[src/rtl/core/smts_pkg.sv]
// Package with the beat types and fixed codes of the sorted timer scheduler.
`timescale 1ns / 1ps
package smts_pkg;

    // Command beat.
    typedef struct packed {
        logic [2:0]  action;
        logic [3:0]  timer_index;
        logic [31:0] new_data;
        logic [31:0] delay;
    } cmd_t;

    // Result beat.
    typedef struct packed {
        logic [2:0]  kind;
        logic [3:0]  slot;
        logic [31:0] fire_data;
        logic        last;
    } rsp_t;

    // Action codes.
    localparam logic [2:0] A_ALLOC = 3'd0;
    localparam logic [2:0] A_FREE  = 3'd1;
    localparam logic [2:0] A_SET   = 3'd2;
    localparam logic [2:0] A_ARM   = 3'd3;
    localparam logic [2:0] A_TICK  = 3'd4;

    // Result kinds.
    localparam logic [2:0] K_ALLOC = 3'd0;
    localparam logic [2:0] K_FULL  = 3'd1;
    localparam logic [2:0] K_DONE  = 3'd2;
    localparam logic [2:0] K_FIRE  = 3'd3;
    localparam logic [2:0] K_ERR   = 3'd4;

    // Slot status codes.
    localparam logic [1:0] ST_FREE  = 2'd0;
    localparam logic [1:0] ST_ALLOC = 2'd1;
    localparam logic [1:0] ST_RUN   = 2'd2;

    // Most timers fired by a single tick, and the end-of-list deadline.
    localparam int          MAX_OUT  = 16;
    localparam logic [31:0] ALL_ONES = 32'hffff_ffff;

endpackage

[src/rtl/core/smts_ram.sv]
// Generic single-write, single-read RAM with a registered read port.
`timescale 1ns / 1ps
module smts_ram #(
    parameter int WIDTH = 32,
    parameter int DEPTH = 16
) (
    input  logic                     clk,
    input  logic                     we,
    input  logic [$clog2(DEPTH)-1:0] waddr,
    input  logic [WIDTH-1:0]         wdata,
    input  logic [$clog2(DEPTH)-1:0] raddr,
    output logic [WIDTH-1:0]         rdata
);

    logic [WIDTH-1:0] mem [DEPTH];
    logic [WIDTH-1:0] rdata_reg;

    // Write and registered read.
    always_ff @(posedge clk)
    begin
        if (we)
        begin
            mem[waddr] <= wdata;
        end
        rdata_reg <= mem[raddr];
    end

    assign rdata = rdata_reg;

endmodule

[src/rtl/core/smts_alloc.sv]
// Lowest-free-slot finder over the slot free mask.
`timescale 1ns / 1ps
module smts_alloc #(
    parameter int NUM_TIMERS = 16
) (
    input  logic [NUM_TIMERS-1:0]         free_mask,
    output logic                          found,
    output logic [$clog2(NUM_TIMERS)-1:0] idx
);

    // Scan from the top so the lowest free slot wins.
    always_comb
    begin
        found = 1'b0;
        idx   = '0;
        for (int i = NUM_TIMERS - 1; i >= 0; i--)
        begin
            if (free_mask[i])
            begin
                found = 1'b1;
                idx   = ($clog2(NUM_TIMERS))'(i);
            end
        end
    end

endmodule

[src/rtl/core/sorted_multi_timer_scheduler_unit.sv]
// Top level of the sorted timer scheduler: control sequencer around the list RAMs.
// Allocate, free, set data, errors and a tick that fires nothing each give one result beat
// from the response state. Arm first walks the list, up to NUM_TIMERS entries, then writes
// the slot's deadline and link and, unless it goes in at the head, the predecessor's link;
// a firing tick gives one beat per fired timer, the last one marked. One command is in
// work at a time. Reset clears the count, head, status flops and output valid; RAMs are not.
`timescale 1ns / 1ps
module sorted_multi_timer_scheduler_unit #(
    parameter int NUM_TIMERS = 16
) (
    input  logic                clk,
    input  logic                rst_n,
    input  logic                cmd_valid,
    output logic                cmd_stall,
    input  smts_pkg::cmd_t      cmd,
    output logic                rsp_valid,
    input  logic                rsp_stall,
    output smts_pkg::rsp_t      rsp
);

    localparam int IW = $clog2(NUM_TIMERS);
    localparam int PW = $clog2(NUM_TIMERS + 1);
    localparam int DW = 32 + PW;
    localparam int CW = $clog2(smts_pkg::MAX_OUT + 1);
    localparam logic [PW-1:0] SENT = PW'(NUM_TIMERS);

    localparam logic [2:0] S_IDLE  = 3'd0;
    localparam logic [2:0] S_WALK  = 3'd1;
    localparam logic [2:0] S_LINK  = 3'd2;
    localparam logic [2:0] S_LINKP = 3'd3;
    localparam logic [2:0] S_FIRE  = 3'd4;
    localparam logic [2:0] S_RESP  = 3'd5;

    logic [2:0]     state_reg, state_next;
    logic [31:0]    count_reg, count_next;
    logic [31:0]    earliest_reg, earliest_next;
    logic [PW-1:0]  head_reg, head_next;
    logic [PW-1:0]  cur_reg, cur_next;
    logic [PW-1:0]  prev_reg, prev_next;
    logic [31:0]    prev_dl_reg, prev_dl_next;
    logic [31:0]    dl_reg, dl_next;
    logic [IW-1:0]  idx_reg, idx_next;
    logic [CW-1:0]  n_reg, n_next;
    logic           pend_valid_reg, pend_valid_next;
    logic [IW-1:0]  pend_slot_reg, pend_slot_next;
    logic [31:0]    pend_data_reg, pend_data_next;
    smts_pkg::rsp_t res_reg, res_next;
    logic           rsp_valid_reg, rsp_valid_next;
    smts_pkg::rsp_t rsp_reg, rsp_next;
    logic [1:0]     status_reg [NUM_TIMERS];

    logic                  status_we;
    logic [IW-1:0]         status_waddr;
    logic [1:0]            status_wdata;
    logic [NUM_TIMERS-1:0] free_mask;
    logic                  alloc_found;
    logic [IW-1:0]         alloc_idx;

    logic [IW-1:0] rd_addr;
    logic [DW-1:0] dq_rdata;
    logic          dq_we;
    logic [IW-1:0] dq_waddr;
    logic [DW-1:0] dq_wdata;
    logic [31:0]   dat_rdata;
    logic          dat_we;

    logic          accept;
    logic [IW-1:0] cmd_idx;
    logic          idx_ok;
    logic          running;
    logic [31:0]   tick_next;
    logic [31:0]   rd_dl;
    logic [PW-1:0] rd_next;
    logic          out_free;
    logic          head_ok;
    logic          fire_now;

    // Deadline and link of each slot share one RAM word.
    smts_ram #(.WIDTH(DW), .DEPTH(NUM_TIMERS)) u_dq_ram (
        .clk   (clk),
        .we    (dq_we),
        .waddr (dq_waddr),
        .wdata (dq_wdata),
        .raddr (rd_addr),
        .rdata (dq_rdata)
    );

    // Event data of each slot.
    smts_ram #(.WIDTH(32), .DEPTH(NUM_TIMERS)) u_data_ram (
        .clk   (clk),
        .we    (dat_we),
        .waddr (cmd_idx),
        .wdata (cmd.new_data),
        .raddr (rd_addr),
        .rdata (dat_rdata)
    );

    // Free mask for the allocator.
    always_comb
    begin
        for (int i = 0; i < NUM_TIMERS; i++)
        begin
            free_mask[i] = (status_reg[i] == smts_pkg::ST_FREE);
        end
    end

    smts_alloc #(.NUM_TIMERS(NUM_TIMERS)) u_alloc (
        .free_mask (free_mask),
        .found     (alloc_found),
        .idx       (alloc_idx)
    );

    assign cmd_stall = (state_reg != S_IDLE);
    assign accept    = cmd_valid && !cmd_stall;
    assign cmd_idx   = IW'(cmd.timer_index);
    assign idx_ok    = 32'(cmd.timer_index) < 32'(NUM_TIMERS);
    assign running   = (status_reg[cmd_idx] == smts_pkg::ST_RUN);
    assign tick_next = count_reg + 32'd1;
    assign rd_dl     = dq_rdata[31:0];
    assign rd_next   = dq_rdata[DW-1:32];
    assign out_free  = !rsp_valid_reg || !rsp_stall;
    assign head_ok   = (head_reg != SENT);
    assign fire_now  = head_ok && (rd_dl <= count_reg)
                       && (n_reg < CW'(smts_pkg::MAX_OUT));

    // Sequencer: every access to the list RAM is ordered by state, so reads and
    // writes of the same entry never overlap.
    always_comb
    begin
        state_next      = state_reg;
        count_next      = count_reg;
        earliest_next   = earliest_reg;
        head_next       = head_reg;
        cur_next        = cur_reg;
        prev_next       = prev_reg;
        prev_dl_next    = prev_dl_reg;
        dl_next         = dl_reg;
        idx_next        = idx_reg;
        n_next          = n_reg;
        pend_valid_next = pend_valid_reg;
        pend_slot_next  = pend_slot_reg;
        pend_data_next  = pend_data_reg;
        res_next        = res_reg;
        rsp_valid_next  = rsp_valid_reg && rsp_stall;
        rsp_next        = rsp_reg;
        status_we       = 1'b0;
        status_waddr    = cmd_idx;
        status_wdata    = smts_pkg::ST_FREE;
        rd_addr         = head_reg[IW-1:0];
        dq_we           = 1'b0;
        dq_waddr        = idx_reg;
        dq_wdata        = {cur_reg, dl_reg};
        dat_we          = 1'b0;

        unique case (state_reg)
            S_IDLE:
            begin
                if (accept)
                begin
                    state_next = S_RESP;
                    res_next   = '{kind: smts_pkg::K_DONE, slot: 4'd0,
                                   fire_data: 32'd0, last: 1'b1};
                    unique case (cmd.action)
                        smts_pkg::A_ALLOC:
                        begin
                            if (alloc_found)
                            begin
                                status_we     = 1'b1;
                                status_waddr  = alloc_idx;
                                status_wdata  = smts_pkg::ST_ALLOC;
                                res_next.kind = smts_pkg::K_ALLOC;
                                res_next.slot = 4'(alloc_idx);
                            end
                            else
                            begin
                                res_next.kind = smts_pkg::K_FULL;
                            end
                        end
                        smts_pkg::A_FREE:
                        begin
                            if (!idx_ok || running)
                            begin
                                res_next.kind = smts_pkg::K_ERR;
                            end
                            else
                            begin
                                status_we = 1'b1;
                            end
                        end
                        smts_pkg::A_SET:
                        begin
                            if (!idx_ok)
                            begin
                                res_next.kind = smts_pkg::K_ERR;
                            end
                            else
                            begin
                                dat_we = 1'b1;
                            end
                        end
                        smts_pkg::A_ARM:
                        begin
                            if (!idx_ok || running)
                            begin
                                res_next.kind = smts_pkg::K_ERR;
                            end
                            else
                            begin
                                dl_next    = count_reg + cmd.delay;
                                idx_next   = cmd_idx;
                                cur_next   = head_reg;
                                prev_next  = SENT;
                                state_next = S_WALK;
                            end
                        end
                        smts_pkg::A_TICK:
                        begin
                            count_next = tick_next;
                            if (earliest_reg <= tick_next)
                            begin
                                n_next          = '0;
                                pend_valid_next = 1'b0;
                                state_next      = S_FIRE;
                            end
                        end
                        default:
                        begin
                            res_next.kind = smts_pkg::K_ERR;
                        end
                    endcase
                end
            end

            // One list entry per cycle: the next address comes straight from read data.
            S_WALK:
            begin
                if (cur_reg == SENT || dl_reg <= rd_dl)
                begin
                    state_next = S_LINK;
                end
                else
                begin
                    prev_next    = cur_reg;
                    prev_dl_next = rd_dl;
                    cur_next     = rd_next;
                    rd_addr      = rd_next[IW-1:0];
                end
            end

            // Write the armed slot's deadline and link.
            S_LINK:
            begin
                dq_we        = 1'b1;
                status_we    = 1'b1;
                status_waddr = idx_reg;
                status_wdata = smts_pkg::ST_RUN;
                if (prev_reg == SENT)
                begin
                    head_next     = PW'(idx_reg);
                    earliest_next = dl_reg;
                    state_next    = S_RESP;
                end
                else
                begin
                    state_next = S_LINKP;
                end
            end

            // Point the predecessor at the armed slot.
            S_LINKP:
            begin
                dq_we      = 1'b1;
                dq_waddr   = prev_reg[IW-1:0];
                dq_wdata   = {PW'(idx_reg), prev_dl_reg};
                state_next = S_RESP;
            end

            // Fired timers are held one beat so the last one can be marked.
            S_FIRE:
            begin
                if (pend_valid_reg && !out_free)
                begin
                    rd_addr = head_reg[IW-1:0];
                end
                else
                begin
                    if (pend_valid_reg)
                    begin
                        rsp_valid_next = 1'b1;
                        rsp_next = '{kind: smts_pkg::K_FIRE, slot: 4'(pend_slot_reg),
                                     fire_data: pend_data_reg, last: !fire_now};
                    end
                    if (fire_now)
                    begin
                        pend_valid_next = 1'b1;
                        pend_slot_next  = head_reg[IW-1:0];
                        pend_data_next  = dat_rdata;
                        status_we       = 1'b1;
                        status_waddr    = head_reg[IW-1:0];
                        status_wdata    = smts_pkg::ST_ALLOC;
                        head_next       = rd_next;
                        n_next          = n_reg + CW'(1);
                        rd_addr         = rd_next[IW-1:0];
                    end
                    else
                    begin
                        pend_valid_next = 1'b0;
                        earliest_next   = head_ok ? rd_dl : smts_pkg::ALL_ONES;
                        state_next      = pend_valid_reg ? S_IDLE : S_RESP;
                    end
                end
            end

            // Hand a single result beat to the output register.
            S_RESP:
            begin
                if (out_free)
                begin
                    rsp_valid_next = 1'b1;
                    rsp_next       = res_reg;
                    state_next     = S_IDLE;
                end
            end

            default:
            begin
                state_next = S_IDLE;
            end
        endcase
    end

    // Control registers.
    always_ff @(posedge clk or negedge rst_n)
    begin
        if (!rst_n)
        begin
            state_reg      <= S_IDLE;
            count_reg      <= 32'd0;
            earliest_reg   <= smts_pkg::ALL_ONES;
            head_reg       <= SENT;
            n_reg          <= '0;
            pend_valid_reg <= 1'b0;
            rsp_valid_reg  <= 1'b0;
        end
        else
        begin
            state_reg      <= state_next;
            count_reg      <= count_next;
            earliest_reg   <= earliest_next;
            head_reg       <= head_next;
            n_reg          <= n_next;
            pend_valid_reg <= pend_valid_next;
            rsp_valid_reg  <= rsp_valid_next;
        end
    end

    // Payload registers.
    always_ff @(posedge clk)
    begin
        cur_reg       <= cur_next;
        prev_reg      <= prev_next;
        prev_dl_reg   <= prev_dl_next;
        dl_reg        <= dl_next;
        idx_reg       <= idx_next;
        pend_slot_reg <= pend_slot_next;
        pend_data_reg <= pend_data_next;
        res_reg       <= res_next;
        rsp_reg       <= rsp_next;
    end

    // Slot status flops.
    always_ff @(posedge clk or negedge rst_n)
    begin
        if (!rst_n)
        begin
            for (int i = 0; i < NUM_TIMERS; i++)
            begin
                status_reg[i] <= smts_pkg::ST_FREE;
            end
        end
        else if (status_we)
        begin
            status_reg[status_waddr] <= status_wdata;
        end
    end

    assign rsp_valid = rsp_valid_reg;
    assign rsp       = rsp_reg;

    // The list head is a real slot or the end marker.
    assert property (@(posedge clk) disable iff (!rst_n) head_reg <= SENT)
        else $error("list head out of range");

    // An empty list leaves the earliest deadline at the end marker.
    assert property (@(posedge clk) disable iff (!rst_n)
        (state_reg == S_IDLE && head_reg == SENT) |-> earliest_reg == smts_pkg::ALL_ONES)
        else $error("earliest deadline stale on empty list");

    // A tick never fires more than the per-tick limit.
    assert property (@(posedge clk) disable iff (!rst_n) n_reg <= CW'(smts_pkg::MAX_OUT))
        else $error("fire count over limit");

endmodule
[config.mk]
export PLATFORM = sky130hd
export DESIGN_NAME = sorted_multi_timer_scheduler_unit
export DESIGN_NICKNAME = d
export VERILOG_FILES = /design/src/rtl/core/smts_pkg.sv /design/src/rtl/core/smts_ram.sv /design/src/rtl/core/smts_alloc.sv /design/src/rtl/core/sorted_multi_timer_scheduler_unit.sv
export SDC_FILE = /design/constraint.sdc
export NUM_CORES = 2
export LEC_CHECK = 0
export ABC_AREA = 1
export CORE_MARGIN = 8
export CORE_UTILIZATION = 36
export CTS_CLUSTER_SIZE = 40
export DETAILED_ROUTE_END_ITERATION = 8
export DONT_BUFFER_PORTS = 1
export SLEW_MARGIN = 20
export SYNTH_ARGS = -nofsm -noshare
export SYNTH_HDL_FRONTEND = slang
export SYNTH_SLANG_ARGS = --single-unit
[constraint.sdc]
create_clock -name clk -period 6.2 [get_ports clk]
set_clock_uncertainty 0.05 [all_clocks]
set_input_delay 0.93 -clock clk [delete_from_list [all_inputs] [get_ports clk]]
set_output_delay 0.93 -clock clk [all_outputs]
set_load 0.01 [all_outputs]
* Word level (Yosys, flattened, before mapping) *
Memories as Yosys holds them, arrays and structs flattened. A register that Yosys moved wholly into a read port is not among the register bits.
Index checks and enable logic that the tools add are counted.

operators by class
  add/subtract/negate cells = 3
  magnitude comparators = 7
  eq/ne operators = 26
  muxes and demuxes = 123
  bitwise operators = 5
  reductions and logical operators = 52

operators with widths
  operator                                                  number
  two-way mux 32 bit                                        4
  two-way mux 40 bit                                        3
  two-way mux 4 bit                                         25
  <= comparator 32 bit                                      3
  two-way mux 5 bit                                         16
  case mux 40 bit (2 select lines)                          1
  case mux 32 bit (2 select lines)                          1
  two-way mux 1 bit                                         43
  case mux 5 bit (2 select lines)                           4
  two-way mux 37 bit                                        1
  adder 32 x 1 -> 32 bit, second input constant             1
  adder 32 bit                                              1
  bitwise mux 32 bit                                        1
  zero test 2 bit                                           16
  two-way mux 3 bit                                         9
  != test 2 bit, second input constant                      11
  case mux 3 bit (6 select lines)                           1
  AND reduction 4 bit                                       4
  AND reduction 5 bit                                       3
  equality test 3 x 2 -> 1 bit, second input constant       4
  case mux 4 bit (3 select lines)                           1
  equality test 5 bit, second input constant                2
  greater-or-equal comparator 5 bit, second input constant  2
  inverter 4 -> 5 bit                                       2
  28 further kinds                                          57

word-level totals
  register bits after elaboration = 272
  memory bits (writable) = 1,104
  input port bits = 75
  logic and storage cells = 254
  memories = 2

memories
  name            depth  bits a word  rd ports  clocked after Yosys merged registers in  write ports  line            source
  u_dq_ram.mem    16     37           1         1                                        1            smts_ram.sv:15  logic [WIDTH-1:0] mem [DEPTH];
  u_data_ram.mem  16     32           1         1                                        1            smts_ram.sv:15

* Longest topological paths before layout *
  depth after elaboration = 27
  mapped depth = 28

* Cells and area by module *
From an unflattened synthesis, not the netlist that was laid out.

second synthesis, totals
  cell total of the unflattened synthesis = 6,532
  area, all modules = 65,516.6 sq um

modules (own cells, without submodules)
  module                             times used  cells an instance  area an instance (sq um)  sequential area each (sq um)
  smts_ram (u_dq_ram)                1           2,446              26,270.2                  18,517.8
  smts_ram (u_data_ram)              1           2,120              22,730.6                  16,015.4
  sorted_multi_timer_scheduler_unit  1           1,917              16,306.9                  7,653.6
  smts_alloc                         1           49                 209.0                     0.0

* Least setup slack after synthesis *
Ideal clock, no wire load.

  path kind = in2reg
  start = input port cmd[65] (netlist bit)
  end = register dl_reg[0], enable pin
  library setup time = 474 ps
  arrival = 4,316 ps
  data required time = 5,676 ps
  path slack = 1,359 ps
  cell stages on the path = 11
  path buffers = 1
  path through = buf_2 inv_2 nor2_2 nand2_1 o21ai_0 o21ai_1 nand2_1 nor2_1 nand2_1 nand2_1 nor3_1

between the ends
  word-level cells in the longest chain between the ends = 7

RTL lines
  element                                               line                                      source
  start: declaration                                    sorted_multi_timer_scheduler_unit.sv:15   input smts_pkg::cmd_t cmd,
  inverter 4 -> 5 bit (not written as such)             sorted_multi_timer_scheduler_unit.sv:117  assign running = (status_reg[cmd_idx] == smts_pkg::ST_RUN);
  binary-select mux 2 bit (select 4 bit)                sorted_multi_timer_scheduler_unit.sv:117
  two-way mux 2 bit (not written as such) (2 in a row)  sorted_multi_timer_scheduler_unit.sv:117
  equality test 2 bit                                   sorted_multi_timer_scheduler_unit.sv:117
  inverter 1 bit (no line)                              n/a
  AND reduction 4 bit (no line)                         n/a
  end signal: assignment                                sorted_multi_timer_scheduler_unit.sv:363  dl_reg <= dl_next;
  end: declaration                                      sorted_multi_timer_scheduler_unit.sv:41   logic [31:0] dl_reg, dl_next;

No other way between the ends. The select of a mux whose other input is x is not followed.
A chain may end at the register's enable or synchronous reset.

* Worst setup path after layout *
  start = register count_reg[0]
  end = register n_reg[2]

between the ends
  elaborated cells on any way between the ends = 8

RTL lines
  element                        line                                      source
  start: declaration             sorted_multi_timer_scheduler_unit.sv:35   logic [31:0] count_reg, count_next;
  start signal: assignment       sorted_multi_timer_scheduler_unit.sv:348  count_reg <= count_next;
  adder 32 x 1 -> 32 bit         sorted_multi_timer_scheduler_unit.sv:118  assign tick_next = count_reg + 32'd1;
  net tick_next[0]               sorted_multi_timer_scheduler_unit.sv:71   logic [31:0] tick_next;
  <= comparator 32 bit           sorted_multi_timer_scheduler_unit.sv:219  if (earliest_reg <= tick_next)
  != test 2 bit (no line)        n/a
  AND reduction 6 bit (no line)  n/a
  end signal: assignment         sorted_multi_timer_scheduler_unit.sv:351  n_reg <= n_next;
  end: declaration               sorted_multi_timer_scheduler_unit.sv:43   logic [CW-1:0] n_reg, n_next;

The timed path passes the listed nets, and every way through them passes these cells.

==> results.txt <==
Starting DRT DRC Count: 4012
Cell Rows: 156
Layout fillers: 17100
Placed Instances: 8419
Rel. slew slack: 24.0%
Slew @ Worst Pin: 1.14 ns
Startpoint class of the critical path: register
Gate Count Post-Synth: 6282
Slowest stage delay, CP: 0.46 ns
Final core area utilization: 40.6%
Critical Path Slowest Stage Cell: dfrtp_1
Vias/cell: 5.10
Routed WL: 173 mm
Crit-path cells: inv_2 > nor3_2 > nand2_1 > inv_1 > nand4_1 > nor3_1 > nand4_1 > nor2_1 > nand2_1 > nor2_1 > nand4_1 > xor2_1 > ha_1 > nand4_1 > nor3_1 > nor4b_1 > nand3_1 > nand3_1 > nand2_1 > a21oi_1 > nand2_1 > nand2_1 > nand2_1
Top cell type's share of synthesized area: 58.3%
Total power: 39.6 mW
Hold WC Path Type: in -> reg
Most instantiated cells after synthesis: nand2_1, edfxtp_1, nand3_1
Vias in the first global route: 42800
Initial cell density of the core: 36.1%
Initial antenna violation count: 1
CTS Sinks: 1445
Syn nets: 6487
Maximum root-to-sink buffer count: 3
Min setup slack post-route: 1.35 ns
Primary FF master, synth: edfxtp_1
Min Clock Period, post-route: 4.85 ns
Cell depth of the worst flop-to-flop path: 23
Die Y: 441 um
Seq. cell area: 42200 um2
#FFs+latches synth: 1445
Synth Cell Area: 65200 um2
Synth-to-Final Area Change: 12.4%
CTS Buf Count: 156
Final instance area: 73300 um2
Maximum VDD drop: 0.632 mV
Hold path depth: 0
Number of synthesized flops with an enable pin: 1265
Die width: 441 um
Clk slew on worst S/H paths: 0.06 ns
Placement Setup Slack: 1.28 ns
Total negative slack: 0 ns
Most instantiated library cell after synthesis: nand2_1
DR WL/cell: 19.8 um
Final hold vios: 0
Leading area contributor after synthesis: edfxtp_1
DRC violations left: 0
F_max: 206 MHz
Yosys warnings: 0
Largest net degree at the start of global routing: 178
Post-synth cell types: 54
Via count: 44400
Final ANT Viol Nets: 0
Slew Limit Fails: 0
Post-CTS setup buffer count: 0
CTS Root Cell: clkbuf_16
Register area share after synthesis: 64.7%
Fin crit share: 78.2%
Non-Filler Instances: 8713
Worst EP arrival: 5.45 ns
Core area: 180000 um2
Mean Syn Cell Area: 10.4 um2
CP Capture Type: register
Footprint of the multi-input gates: 19000 um2
ANT cells: 0
Worst path bufs/invs: 2
CTS tree: yes
Leakage power: 29.3 nW
DIE AREA: 195000 um2
First-pass GRT wire length: 263 mm
Num ports: 117
DP HPWL: 99.0 mm
Worst hold slack: 0.178 ns
Worst skew pair latency: 0.80 ns
Outcome: complete, no violations
Final nets: 6415
Crit-path most repeated cell: nand2_1
Crit path kind: reg -> reg
Layout cells sized above 1: 7.50%
Pwr Density: 540 nW/um2
Drt pass-1 iters: 6
Port bufs: 0
CP Max Fanout: 6
RSZ-0062 raised after global routing: no
Placed Instance Area: 68000 um2
Top delay family on crit path: simple AND/OR/NAND/NOR gates
Cells taking the most area after synthesis: edfxtp_1, nand2_1, nand3_1, inv_1, dfrtp_1
CP Data Required Time: 6.80 ns
Number of setup violations in the final report: 0
H-tree lvl count: 4
Global placer's final weighted congestion: 0.821
Max Cap Viol: 0
Largest register FFs: 592
Grt ovf: 0
All-Layer GR Usage: 17.3%
Asr flop ratio synth: 7.68%
Stages on the worst setup path: 23
-- worst register-to-register path, cell delays in order, from the launching register on --
cell	delay, ns
dfrtp_1	0.46
inv_2	0.07
nor3_2	0.23
nand2_1	0.15
inv_1	0.11
nand4_1	0.15
nor3_1	0.20
nand4_1	0.19
nor2_1	0.27
nand2_1	0.13
nor2_1	0.20
nand4_1	0.15
xor2_1	0.19
ha_1	0.32
nand4_1	0.12
nor3_1	0.19
nor4b_1	0.36
nand3_1	0.13
nand3_1	0.24
nand2_1	0.08
a21oi_1	0.37
nand2_1	0.22
nand2_1	0.11
nand2_1	0.06
-- final timing paths --
path,start,to,slack (ns)
max in group asynchronous,rst_n,status_reg[4],4.85
worst max-delay path,count_reg[0],n_reg[2],1.35
worst max register to register,count_reg[0],n_reg[2],1.35
worst min register to register,u_data_ram.rdata[7],pend_data_reg[7],0.35
worst min-delay path,cmd[33],u_data_ram.mem[10][1],0.18
min in group asynchronous,rst_n,count_reg[1],0.65
-- repair_timing --
item | in CTS | in global routing
setup endpoints to repair | 0 | 0
hold buffers | 2 | 0
hold endpoints to repair | 111 | 0
gates resized for setup | 0 | 0
-- layout by cell type (no fill, tap or decap), drive strengths merged, types with 5 or more instances in the layout --
cell / instances
xnor2: 12
ha: 129
a31oi: 5
nand3b: 207
or2: 5
nand2: 1609
a21oi: 90
a22o: 6
dfxtp: 69
nor2: 179
clkinv: 50
nand3: 1201
xor2: 48
dfstp: 33
nor3: 29
o21ai: 166
dfrtp: 78
buf: 102
nand4: 39
inv: 741
bufinv: 11
edfxtp: 1265
clkbuf: 207
o21a: 8
clkinvlp: 16
-- kinds of logic (layout without fill, tap and decap cells) --
group	Yosys count	after routing	synth area share, %
adders and majority gates	130	130	2.51
muxes	1	1	0.0154
AOI/OAI and AO/OA	301	301	2.51
xor gates and xnor gates	60	60	0.806
buffers and inverters	1067	1128	6.62
and+or+nand+nor	3278	3278	22.8
DFF	1445	1445	64.7
-- power by group --
part | switching [mW] | leakage, nW | internal [mW] | total [mW]
Combinational | 12.5 | 13.5 | 4.98 | 17.5
Clock | 4.00 | 2.52 | 5.40 | 9.40
Sequential | 0.676 | 13.4 | 12.0 | 12.7
-- routing by layer --
layer / track usage (%) / vias up / share of wire, %
met5: 0 / - / 0
met1: 23.6 / 21700 / 44
li1: - / 21200 / -
met3: 2.86 / 272 / 6.4
met2: 28.6 / 1319 / 47
met4: 4.92 / 0 / 2.3
-- layout make-up --
class / count / area share [%]
flip-flops and latches: 1445 / 57.6
multi-input cells: 3770 / 26.0
clock buffers: 207 / 5.85
well taps: 2370 / 4.05
clock inverters: 84 / 1.29
repair buffers: 103 / 1.51
inverters: 734 / 3.78
Power figures use the tool's default switching activity.
